$ cat src/rtl/assert_macros.svh
`ifndef ASSERT_MACROS_SVH
`define ASSERT_MACROS_SVH

// Same-cycle implication, checked outside reset.
`define ASSERT_IMPL(label, ante, cons) \
    label: assert property (@(posedge i_clk) disable iff (!i_rst_n) (ante) |-> (cons)) \
        else $error("assertion failed");

// Next-cycle implication, checked outside reset.
`define ASSERT_NEXT(label, ante, cons) \
    label: assert property (@(posedge i_clk) disable iff (!i_rst_n) (ante) |=> (cons)) \
        else $error("assertion failed");

`endif

$ cat src/rtl/hc_pkg.sv
package hc_pkg;

    typedef struct packed {
        logic [7:0] char_first;
        logic [7:0] char_second;
    } t_pair;

    typedef struct packed {
        logic [7:0] out_first;
        logic [7:0] out_second;
        logic       key_error;
    } t_result;

    // Working key matrix, row 0 is (e00, e01), row 1 is (e10, e11)
    typedef struct packed {
        logic       m27;
        logic [4:0] e00;
        logic [4:0] e01;
        logic [4:0] e10;
        logic [4:0] e11;
        logic       key_error;
    } t_key;

    typedef logic [2:0] t_cfg_idx;

    localparam t_cfg_idx CFG_MODULUS  = 3'd0;
    localparam t_cfg_idx CFG_DECRYPT  = 3'd1;
    localparam t_cfg_idx CFG_KEY_0    = 3'd2;
    localparam t_cfg_idx CFG_KEY_1    = 3'd3;
    localparam t_cfg_idx CFG_KEY_2    = 3'd4;
    localparam t_cfg_idx CFG_KEY_3    = 3'd5;

    localparam logic [4:0] MOD_26 = 5'd26;
    localparam logic [4:0] MOD_27 = 5'd27;

    // ceil(2^16 / m): exact quotient for any value below 2048
    localparam logic [11:0] RECIP_26 = 12'd2521;
    localparam logic [11:0] RECIP_27 = 12'd2428;

    localparam logic [7:0] CHAR_A     = 8'h61;
    localparam logic [7:0] CHAR_Y     = 8'h79;
    localparam logic [7:0] CHAR_Z     = 8'h7a;
    localparam logic [7:0] CHAR_SPACE = 8'h20;

    localparam logic [3:0] KeySettle = 4'd8;

    function automatic logic [4:0] mod_val(input logic m27);
        return m27 ? MOD_27 : MOD_26;
    endfunction

    function automatic logic [6:0] mod_quot(input logic [10:0] x, input logic m27);
        logic [22:0] prod;
        prod = 23'(x * (m27 ? RECIP_27 : RECIP_26));
        return prod[22:16];
    endfunction

    function automatic logic [4:0] mod_rem(input logic [10:0] x, input logic [6:0] q,
                                           input logic m27);
        logic [10:0] qm;
        logic [10:0] r;
        qm = 11'(q * mod_val(m27));
        r  = x - qm;
        return r[4:0];
    endfunction

    function automatic logic [4:0] to_symbol(input logic [7:0] c, input logic m27);
        logic [7:0] off;
        off = c - CHAR_A;
        if (c >= CHAR_A && c <= CHAR_Y) begin
            return off[4:0] + 5'd1;
        end else if (c == CHAR_Z) begin
            return m27 ? 5'd26 : 5'd0;
        end else begin
            return 5'd0;
        end
    endfunction

    function automatic logic [7:0] to_char(input logic [4:0] v, input logic m27);
        if (v == 5'd0) begin
            return m27 ? CHAR_SPACE : CHAR_Z;
        end else begin
            return CHAR_A - 8'd1 + {3'b000, v};
        end
    endfunction

    // Multiplicative inverse, 0 when none exists
    function automatic logic [4:0] inv_lookup(input logic [4:0] d, input logic m27);
        logic [4:0] r;
        r = 5'd0;
        if (m27) begin
            case (d)
                5'd1:    r = 5'd1;
                5'd2:    r = 5'd14;
                5'd4:    r = 5'd7;
                5'd5:    r = 5'd11;
                5'd7:    r = 5'd4;
                5'd8:    r = 5'd17;
                5'd10:   r = 5'd19;
                5'd11:   r = 5'd5;
                5'd13:   r = 5'd25;
                5'd14:   r = 5'd2;
                5'd16:   r = 5'd22;
                5'd17:   r = 5'd8;
                5'd19:   r = 5'd10;
                5'd20:   r = 5'd23;
                5'd22:   r = 5'd16;
                5'd23:   r = 5'd20;
                5'd25:   r = 5'd13;
                5'd26:   r = 5'd26;
                default: r = 5'd0;
            endcase
        end else begin
            case (d)
                5'd1:    r = 5'd1;
                5'd3:    r = 5'd9;
                5'd5:    r = 5'd21;
                5'd7:    r = 5'd15;
                5'd9:    r = 5'd3;
                5'd11:   r = 5'd19;
                5'd15:   r = 5'd7;
                5'd17:   r = 5'd23;
                5'd19:   r = 5'd11;
                5'd21:   r = 5'd5;
                5'd23:   r = 5'd17;
                5'd25:   r = 5'd25;
                default: r = 5'd0;
            endcase
        end
        return r;
    endfunction

endpackage

$ cat src/rtl/hc_keygen.sv
module hc_keygen import hc_pkg::*; (
    input  logic       i_clk,
    input  logic       i_rst_n,
    input  logic       i_cfg_we,
    input  t_cfg_idx   i_cfg_index,
    input  logic [4:0] i_cfg_data,
    output t_key       o_key,
    output logic       o_settling
);

    logic [4:0] r_modulus;
    logic       r_decrypt;
    logic [4:0] r_key [4];
    logic [3:0] r_settle;

    always_ff @(posedge i_clk) begin
        if (!i_rst_n) begin
            r_modulus <= MOD_26;
            r_decrypt <= 1'b0;
            r_key[0]  <= 5'd11;
            r_key[1]  <= 5'd15;
            r_key[2]  <= 5'd16;
            r_key[3]  <= 5'd9;
            r_settle  <= KeySettle;
        end else if (i_cfg_we) begin
            case (i_cfg_index)
                CFG_MODULUS: r_modulus <= i_cfg_data;
                CFG_DECRYPT: r_decrypt <= i_cfg_data[0];
                CFG_KEY_0:   r_key[0]  <= i_cfg_data;
                CFG_KEY_1:   r_key[1]  <= i_cfg_data;
                CFG_KEY_2:   r_key[2]  <= i_cfg_data;
                CFG_KEY_3:   r_key[3]  <= i_cfg_data;
                default: ;
            endcase
            r_settle <= KeySettle;
        end else if (r_settle != 4'd0) begin
            r_settle <= r_settle - 4'd1;
        end
    end

    assign o_settling = (r_settle != 4'd0);

    // Free-running derivation chain; every stage follows the settled registers
    logic       r_m27;
    logic [4:0] r_ka, r_kb, r_kc, r_kd;
    logic [9:0] r_pad, r_pbc;
    logic [6:0] r_qad, r_qbc;
    logic [4:0] r_det;
    logic [4:0] r_inv, r_nb, r_nc;
    logic [9:0] r_prod [4];
    logic [6:0] r_quot [4];
    t_key       r_out;

    logic       n_m27;
    logic [4:0] n_mv, n_rad, n_rbc;
    logic [4:0] n_k [4];

    always_comb begin
        n_m27 = (r_modulus >= MOD_27);
        n_mv  = mod_val(n_m27);
        for (int i = 0; i < 4; i++) begin
            n_k[i] = (r_key[i] >= n_mv) ? r_key[i] - n_mv : r_key[i];
        end
        n_rad = mod_rem({1'b0, r_pad}, r_qad, r_m27);
        n_rbc = mod_rem({1'b0, r_pbc}, r_qbc, r_m27);
    end

    always_ff @(posedge i_clk) begin
        r_m27 <= n_m27;
        r_ka  <= n_k[0];
        r_kc  <= n_k[1];
        r_kb  <= n_k[2];
        r_kd  <= n_k[3];

        r_pad <= 10'(r_ka * r_kd);
        r_pbc <= 10'(r_kb * r_kc);

        r_qad <= mod_quot({1'b0, r_pad}, r_m27);
        r_qbc <= mod_quot({1'b0, r_pbc}, r_m27);

        r_det <= (n_rad >= n_rbc) ? n_rad - n_rbc : n_rad + mod_val(r_m27) - n_rbc;

        r_inv <= inv_lookup(r_det, r_m27);
        r_nb  <= (r_kb == 5'd0) ? 5'd0 : mod_val(r_m27) - r_kb;
        r_nc  <= (r_kc == 5'd0) ? 5'd0 : mod_val(r_m27) - r_kc;

        r_prod[0] <= 10'(r_inv * r_kd);
        r_prod[1] <= 10'(r_inv * r_nb);
        r_prod[2] <= 10'(r_inv * r_nc);
        r_prod[3] <= 10'(r_inv * r_ka);

        for (int i = 0; i < 4; i++) begin
            r_quot[i] <= mod_quot({1'b0, r_prod[i]}, r_m27);
        end

        r_out.m27       <= r_m27;
        r_out.key_error <= (r_inv == 5'd0);
        if (r_decrypt) begin
            r_out.e00 <= mod_rem({1'b0, r_prod[0]}, r_quot[0], r_m27);
            r_out.e01 <= mod_rem({1'b0, r_prod[1]}, r_quot[1], r_m27);
            r_out.e10 <= mod_rem({1'b0, r_prod[2]}, r_quot[2], r_m27);
            r_out.e11 <= mod_rem({1'b0, r_prod[3]}, r_quot[3], r_m27);
        end else begin
            r_out.e00 <= r_ka;
            r_out.e01 <= r_kb;
            r_out.e10 <= r_kc;
            r_out.e11 <= r_kd;
        end
    end

    assign o_key = r_out;

endmodule

$ cat src/rtl/hc_datapath.sv
module hc_datapath import hc_pkg::*; (
    input  logic    i_clk,
    input  logic    i_rst_n,
    input  logic    i_valid,
    input  t_pair   i_pair,
    input  t_key    i_key,
    output logic    o_valid,
    output t_result o_result
);

    logic [4:0]  r_v;
    logic [4:0]  r_x0, r_x1;
    logic [10:0] r_s0, r_s1;
    logic [6:0]  r_q0, r_q1;
    logic [10:0] r_s0_d, r_s1_d;
    logic [4:0]  r_y0, r_y1;
    t_result     r_res;

    always_ff @(posedge i_clk) begin
        if (!i_rst_n) begin
            r_v <= 5'd0;
        end else begin
            r_v <= {r_v[3:0], i_valid};
        end
    end

    always_ff @(posedge i_clk) begin
        // symbol lookup
        r_x0 <= to_symbol(i_pair.char_first, i_key.m27);
        r_x1 <= to_symbol(i_pair.char_second, i_key.m27);

        // row products
        r_s0 <= 11'(i_key.e00 * r_x0) + 11'(i_key.e01 * r_x1);
        r_s1 <= 11'(i_key.e10 * r_x0) + 11'(i_key.e11 * r_x1);

        // reduction, quotient then remainder
        r_q0   <= mod_quot(r_s0, i_key.m27);
        r_q1   <= mod_quot(r_s1, i_key.m27);
        r_s0_d <= r_s0;
        r_s1_d <= r_s1;

        r_y0 <= mod_rem(r_s0_d, r_q0, i_key.m27);
        r_y1 <= mod_rem(r_s1_d, r_q1, i_key.m27);

        if (i_key.key_error) begin
            r_res.out_first  <= 8'd0;
            r_res.out_second <= 8'd0;
            r_res.key_error  <= 1'b1;
        end else begin
            r_res.out_first  <= to_char(r_y0, i_key.m27);
            r_res.out_second <= to_char(r_y1, i_key.m27);
            r_res.key_error  <= 1'b0;
        end
    end

    assign o_valid  = r_v[4];
    assign o_result = r_res;

endmodule

$ cat src/rtl/hill_cipher_2x2_pair.sv
// Channel  | Handshake                        | Carries
// ---------+----------------------------------+------------------------------
// pair in  | start, busy (taken: start&!busy) | i_pair (char_first/second)
// cfg      | i_cfg_valid, o_cfg_ready         | i_cfg_index, i_cfg_data
// result   | o_valid strobe, one cycle        | o_result (chars, key_error)
//
// One pair per cycle while busy is low; each word taken passes through the
// five-stage symbol/multiply/quotient/remainder/char pipe to o_result.
// After reset and after every config write busy stays high while the key
// derivation chain (determinant, inverse, adjugate) settles.
// Results cannot be stalled; the pipe never holds a word back.
`include "assert_macros.svh"

module hill_cipher_2x2_pair import hc_pkg::*; (
    input  logic       i_clk,
    input  logic       i_rst_n,
    input  logic       start,
    output logic       busy,
    input  logic       i_cfg_valid,
    output logic       o_cfg_ready,
    input  t_cfg_idx   i_cfg_index,
    input  logic [4:0] i_cfg_data,
    input  t_pair      i_pair,
    output logic       o_valid,
    output t_result    o_result
);

    t_key key;
    logic settling;
    logic cfg_we;

    assign o_cfg_ready = 1'b1;
    assign cfg_we      = i_cfg_valid & o_cfg_ready;
    assign busy        = settling;

    hc_keygen u_keygen (
        .i_clk       (i_clk),
        .i_rst_n     (i_rst_n),
        .i_cfg_we    (cfg_we),
        .i_cfg_index (i_cfg_index),
        .i_cfg_data  (i_cfg_data),
        .o_key       (key),
        .o_settling  (settling)
    );

    hc_datapath u_datapath (
        .i_clk    (i_clk),
        .i_rst_n  (i_rst_n),
        .i_valid  (start & ~busy),
        .i_pair   (i_pair),
        .i_key    (key),
        .o_valid  (o_valid),
        .o_result (o_result)
    );

    `ASSERT_NEXT(a_cfg_blocks, cfg_we, busy)
    `ASSERT_IMPL(a_latency, start && !busy, ##5 o_valid)
    `ASSERT_IMPL(a_err_zero, o_valid && o_result.key_error,
                 o_result.out_first == 8'd0 && o_result.out_second == 8'd0)
    `ASSERT_IMPL(a_out_charset, o_valid && !o_result.key_error,
                 (o_result.out_first >= CHAR_A && o_result.out_first <= CHAR_Z) ||
                 o_result.out_first == CHAR_SPACE)

endmodule
$ cat config.mk
export PLATFORM = sky130hd
export DESIGN_NAME = hill_cipher_2x2_pair
export DESIGN_NICKNAME = d
export VERILOG_FILES = /design/src/rtl/hc_pkg.sv /design/src/rtl/hc_keygen.sv /design/src/rtl/hc_datapath.sv /design/src/rtl/hill_cipher_2x2_pair.sv
export VERILOG_INCLUDE_DIRS = /design/src /design/src/rtl
export SDC_FILE = /design/constraint.sdc
export NUM_CORES = 2
export LEC_CHECK = 0
export BUFFER_PORTS_ARGS = -buffer_cell sky130_fd_sc_hd__buf_2
export CORE_ASPECT_RATIO = 0.9
export CORE_UTILIZATION = 60
export CTS_CLUSTER_SIZE = 8
export DETAILED_ROUTE_END_ITERATION = 8
export GPL_ROUTABILITY_DRIVEN = 0
export PLACE_DENSITY_LB_ADDON = 0.2
export RECOVER_POWER = 50
export SYNTH_ARGS = -nofsm -noshare
export SYNTH_HDL_FRONTEND = slang
export SYNTH_SLANG_ARGS = --single-unit
$ cat constraint.sdc
create_clock -name i_clk -period 6.7 [get_ports i_clk]
set_input_delay 0.335 -clock i_clk [delete_from_list [all_inputs] [get_ports i_clk]]
set_output_delay 0.335 -clock i_clk [all_outputs]
set_load 0.05 [all_outputs]
[After elaboration in Yosys (flattened, before gate mapping)]
Memory sizes are Yosys's and may differ from the RTL's. A register that Yosys moved wholly into a read port is not among the register bits.
Index checks and enable logic that the tools add are counted.
Storage, ports and cells
  bits in writable memories: 84
  output and inout port bits: 20
  ROM bits: 320
  memories kept: 5
  input bits: 28
  logic and storage cells: 170
  register bits after elaboration: 190
Operators by class
  reductions and logical operators: 12
  multipliers: 26
  equality and inequality tests: 7
  add/sub/neg operators: 26
  muxes and demuxes: 42
  bitwise operators: 7
  magnitude comparators: 10
Memory list
  (no name shown): words 32, width 5, rd ports 1, clocked after memory_dff 1, write ports 0, RTL line hc_pkg.sv:91  | case (d)
  (no name shown): words 32, width 5, rd ports 1, clocked after memory_dff 1, write ports 0, RTL line hc_pkg.sv:113  | case (d)
  u_keygen.r_prod: words 4, width 10, rd ports 4, clocked after memory_dff 0, write ports 4, RTL line hc_keygen.sv:50  | logic [9:0] r_prod [4];
  u_keygen.r_quot: words 4, width 6, rd ports 4, clocked after memory_dff 0, write ports 4, RTL line hc_keygen.sv:51  | logic [6:0] r_quot [4];
  u_keygen.r_key: words 4, width 5, rd ports 4, clocked after memory_dff 0, write ports 4, RTL line hc_keygen.sv:13  | logic [4:0] r_key [4];
Operators with widths (count)
  multiplier 10 x 12 -> 22 bit: 6
  multiplier 5 x 5 -> 10 bit: 10
  subtractor 5 bit: 16
  two-way mux 5 bit: 15
  multiplier 7 x 5 -> 5 bit: 8
  multiplier 11 x 12 -> 23 bit: 2
  two-way mux 8 bit: 4
  >= comparator 5 bit: 5
  logical NOT 5 bit: 5
  adder 10 x 10 -> 11 bit: 2
  two-way mux 1 bit: 21
  two-way mux 20 bit: 1
  adder 7 x 5 -> 8 bit, first input constant: 2
  equality test 8 x 7 -> 1 bit, second input constant: 2
  >= comparator 8 x 7 -> 1 bit, second input constant: 2
  <= comparator 8 x 7 -> 1 bit, second input constant: 2
  adder 5 x 1 -> 5 bit, second input constant: 2
  subtractor 5 x 1 -> 5 bit, second input constant: 2
  two-way mux 7 bit: 1
  equality test 3 x 2 -> 1 bit, second input constant: 2
  equality test 3 bit, second input constant: 2
  adder 5 bit: 1
  >= comparator 5 bit, second input constant: 1
  bitwise OR 1 bit: 4
  9 further kinds: 12

[Depth between registers and ports, before layout]
  depth in word-level cells: 6
  mapped depth: 25
  depth with buffers taken out: 20

[Cells and area by module]
Synthesis repeated with hierarchy kept, for this count alone.
Second synthesis, totals
  cell total of the unflattened synthesis: 3852
  area, all modules: 37658.6 um^2
Modules (own cells, without submodules)
  hc_keygen: seq. area each 3963.8 um^2, area an instance 26385.3 um^2, cells each 2689, times used 1
  hc_datapath: seq. area each 1621.6 um^2, area an instance 11248.3 um^2, cells each 1160, times used 1
  hill_cipher_2x2_pair: seq. area each 0.0 um^2, area an instance 25.0 um^2, cells each 3, times used 1

[Least setup slack after synthesis]
OpenSTA, ideal clock, no wires.
  path kind: register to register
  start point: register u_keygen.r_m27
  end point: memory u_keygen.r_quot[2][4] (netlist bit)
  setup time: 0.072 ns
  data arrival time: 5.850 ns
  stages on the path, launching flop included: 23
  period minus slack after synthesis: 5.922 ns
  required time: 6.628 ns
  setup slack: 0.778 ns
  buffers on the path: 4
  path through: dfxtp_1 -> clkbuf_1 -> clkbuf_1 -> clkbuf_1 -> clkbuf_1 -> nor2_1 -> fa_1 -> fa_1 -> inv_1 -> fa_1 -> inv_1 -> fa_1 -> inv_1 -> fa_1 -> inv_1 -> ha_1 -> nand4_1 -> inv_1 -> a2111oi_0 -> nor3b_1 -> or4_1 -> a31oi_1 -> xnor2_1
RTL lines
  start: declaration: RTL line hc_keygen.sv:44  | logic r_m27;
  start signal: assignment: RTL line hc_keygen.sv:69  | r_m27 <= n_m27;
  end: declaration: RTL line hc_keygen.sv:51

==> impl_metrics.env <==
export IMPL_diodes=0
export IMPL_cts_tree="yes"
export IMPL_cp_common_cell="fa_1"
export IMPL_chipHeight_um=239
export IMPL_fin_crit_sh_pct=88.3
export IMPL_antenna_found_initial=0
export IMPL_synthArstFlopShare_pct=0
export IMPL_critPathTopFamily="adder cells"
export IMPL_r2r_end="u_keygen.r_quot[1][2]$_DFF_P_"
export IMPL_reg2reg_setup_slack_ns=0.78
export IMPL_cp_max_fo=26
export IMPL_io_pins=48
export IMPL_htreeDepth=2
export IMPL_start_util_pct=60.9
export IMPL_die_w_um=265
export IMPL_grt_use_total_pct=23.9
export IMPL_period_minus_slack_ns=5.92
export IMPL_synth_simple_gate_area_share_pct=9.42
export IMPL_r2r_start="u_keygen.r_m27$_DFF_P_"
export IMPL_holdPathEnd="u_datapath.r_x1[0]$_SDFF_PN0_"
export IMPL_via_per_inst=5.12
export IMPL_synth_top_family_by_area="adder cells"
export IMPL_drt_iter0_markers=883
export IMPL_required_ns=7.17
export IMPL_reg2reg_depth=20
export IMPL_worstPathBufferInverterCount=6
export IMPL_cts_repair_resized=0
export IMPL_dr_total_vias=24200
export IMPL_core_area_um2=61400
export IMPL_port_buffer_count=44
export IMPL_worstHoldStart="i_pair[0]"
export IMPL_grt_pass1_vias=25600
export IMPL_dr_pass1_iters=5
export IMPL_synth_xor_area_share_pct=5.22
export IMPL_final_setup_viol_count=0
export IMPL_drt_wl_total_um=70800
export IMPL_gr_total_overflow=0
export IMPL_cts_root_buffer="clkbuf_16"
export IMPL_failed_checks="capacitance limit, slew limit"
export IMPL_wl_per_cell_um=15.0
export IMPL_synth_cells=3814
export IMPL_die_area_um2=63400
export IMPL_cts_sinks=269
export IMPL_min_delay_path_class="in2reg"
export IMPL_fmax_mhz=169
export IMPL_yosysSeqAreaShare_pct=14.9
export IMPL_place_area_um2=38600
export IMPL_outcome="finished, violations left"
export IMPL_cts_made_buffers=41
export IMPL_crit_chain="inv_2 -> buf_4 -> nor2_1 -> fa_1 -> fa_1 -> inv_1 -> fa_1 -> inv_1 -> fa_1 -> inv_1 -> fa_1 -> inv_1 -> ha_1 -> o21a_1 -> o211ai_1 -> a21oi_1 -> o21ai_0 -> o21ai_0 -> a21oi_1 -> xnor2_1"
export IMPL_cts_clk_slew_worst_paths_ns=0.05
export IMPL_rsz0062_at_grt="no"
export IMPL_fin_tns_setup_ns=0
export IMPL_drive_gt1_share_pct=3.58
export IMPL_hpwlAfterDp_um=59200
export IMPL_grt_pass1_wl_um=123000
export IMPL_whs_path_depth=2
export IMPL_synth_mux_area_fraction_pct=1.09
export IMPL_worst_pin_slew_ns=1.57
export IMPL_synthAdderAreaFrac_pct=54.0
export IMPL_crit_path_start_kind="register"
export IMPL_area_delta_synth_final_pct=6.31
export IMPL_rows=86
export IMPL_synth_main_ff_cell="dfxtp_1"
export IMPL_drv_slew=32
export IMPL_insertion_delay_ns=0.56
export IMPL_fin_area_um2=39800
export IMPL_clk_path_buf_depth=3
export IMPL_cp_slowest_cell="inv_2"
export IMPL_syn_cell_area_um2=37400
export IMPL_synth_compound_area_share_pct=6.26
export IMPL_synth_edf_count=20
export IMPL_cp_end_kind="register"
export IMPL_finalHoldViolCount=0
export IMPL_timing_slew_headroom_pct=-4.50
export IMPL_yosysWarningCount=0
export IMPL_critPathMaxStageDelay_ns=0.55
export IMPL_synth_distinct_cells=75
export IMPL_post_place_ws_ns=0.936
export IMPL_grt_max_degree=97
export IMPL_ant_nets=0
export IMPL_whs_ns=0.0380
export IMPL_synth_area_per_cell_um2=9.82
export IMPL_crit_type="reg2reg"
export IMPL_finClkSkew_ns=0.0231
export IMPL_drc=0
export IMPL_ys_ff_latch=269
export IMPL_fill_cells=5032
export IMPL_arrival_ns=6.39
export IMPL_drv_cap=1
export IMPL_final_nets=5185
export IMPL_setup_ws_ns=0.782
## synthesized netlist by cell type, types with 6 or more instances
cell type	n	area [µm²]
a211o_1	6	52.6
a21o_1	54	405
a21oi_1	134	671
a31oi_1	10	62.6
and2_1	161	1010
buf_1	6	22.5
clkbuf_1	57	214
dfxtp_1	249	4980
edfxtp_1	20	601
fa_1	553	11100
ha_1	730	9130
inv_1	831	3120
mux2_2	18	203
mux2i_1	18	180
nand2_1	249	935
nand2b_1	14	87.6
nand3_1	19	95.1
nand4_1	7	43.8
nor2_1	179	672
nor2b_1	26	163
nor3_1	15	75.1
o211ai_1	10	75.1
o21a_1	15	113
o21ai_0	56	280
o21bai_1	21	158
or2_2	23	144
or3_1	9	56.3
or4_1	6	45.0
xnor2_1	174	1520
xor2_1	49	429
## how the worst max path moves through the flow
| stage | cells after the start | start | endpoint | slack [ns] |
|---|---|---|---|---|
| 2_1_floorplan | 22 | u_keygen.r_m27$_DFF_P_ | u_keygen.r_quot[2][4]$_DFF_P_ | 0.78 |
| 3_3_place_gp | 20 | u_keygen.r_m27$_DFF_P_ | u_keygen.r_quot[1][2]$_DFF_P_ | 1.02 |
| 3_5_place_dp | 20 | u_keygen.r_m27$_DFF_P_ | u_keygen.r_quot[1][2]$_DFF_P_ | 0.94 |
| 4_1_cts | 20 | u_keygen.r_m27$_DFF_P_ | u_keygen.r_quot[1][2]$_DFF_P_ | 0.82 |
| 5_1_grt | 15 | u_keygen.o_key[21]$_DFF_P_ | u_datapath.r_q1[2]$_DFF_P_ | 0.50 |
| 6_report | 20 | u_keygen.r_m27$_DFF_P_ | u_keygen.r_quot[1][2]$_DFF_P_ | 0.78 |
## registers in the layout, indices dropped and copies added, names as in the netlist, 10 cells and up, named ones only
signal               flops
u_keygen.r_pbc          10
u_datapath.r_s1         11
u_keygen.o_key          22
u_keygen.r_key          20
u_keygen.r_pad          10
u_keygen.r_quot         20
u_datapath.r_s0         11
u_keygen.r_prod         40
u_datapath.o_result     14
## per-stage QoR
stage | instances | utilization (%)
2_1_floorplan | 3839 | -
3_3_place_gp | 4661 | 62.9
3_5_place_dp | 4661 | 62.9
4_1_cts | 4723 | 64.8
5_1_grt | 4723 | 64.8
6_report | 4723 | 64.8
## cells by family after synthesis
| family | after synthesis |
|---|---|
| AO/OA/AOI/OAI | 365 |
| flip-flops | 269 |
| XOR/XNOR | 223 |
| adder cells (fa/ha/maj) | 1283 |
| AND/OR/NAND/NOR | 732 |
| buffers and inverters | 903 |
| other | 2 |
| multiplexers | 37 |
## placed cells by master, fill, tap and decap left out, types with 19 or more instances in the layout
cell type,count
inv_1,830
ha_1,730
fa_1,553
nand2_1,249
dfxtp_1,249
nor2_1,179
xnor2_1,174
and2_1,144
a21oi_1,134
o21ai_0,56
a21o_1,54
xor2_1,49
clkbuf_16,42
clkbuf_1,30
conb_1,27
nor2b_1,26
buf_2,24
or2_2,23
o21bai_1,21
edfxtp_1,20
nand3_1,19
## area by class of cell
type	instances	area (µm²)	share of cell area (%)
Timing Repair Buffer	63	370	0.931
Multi-Input combinational cell	2667	28500	71.7
Sequential cell	269	5590	14.0
Clock inverter	4	35.0	0.0880
Tap cell	836	1050	2.63
Clock buffer	52	1110	2.79
Inverter	832	3120	7.85
## metal layers
layer	part of all wire, %	GRT usage (%)
met1	48	33.0
met2	47	40.1
met3	3.4	2.79
met4	1.9	5.39
met5	0	0
## timing repair
action,4_1_cts,5_1_grt
hold buffers,6,0
endpoints found under the hold margin,5,0
setup endpoints to repair,0,0
buffers inserted,0,0
## worst register-to-register path: stages (launching register included)
cell	delay, ns
dfxtp_1	0.34
inv_2	0.55
buf_4	0.41
nor2_1	0.13
fa_1	0.47
fa_1	0.51
inv_1	0.06
fa_1	0.54
inv_1	0.05
fa_1	0.47
inv_1	0.05
fa_1	0.47
inv_1	0.04
ha_1	0.26
o21a_1	0.18
o211ai_1	0.16
a21oi_1	0.05
o21ai_0	0.42
o21ai_0	0.27
a21oi_1	0.25
xnor2_1	0.16
Power is left out: the tool's default activity adds up to more than one toggle a clock period on the data nets, which glitch-free logic cannot reach.
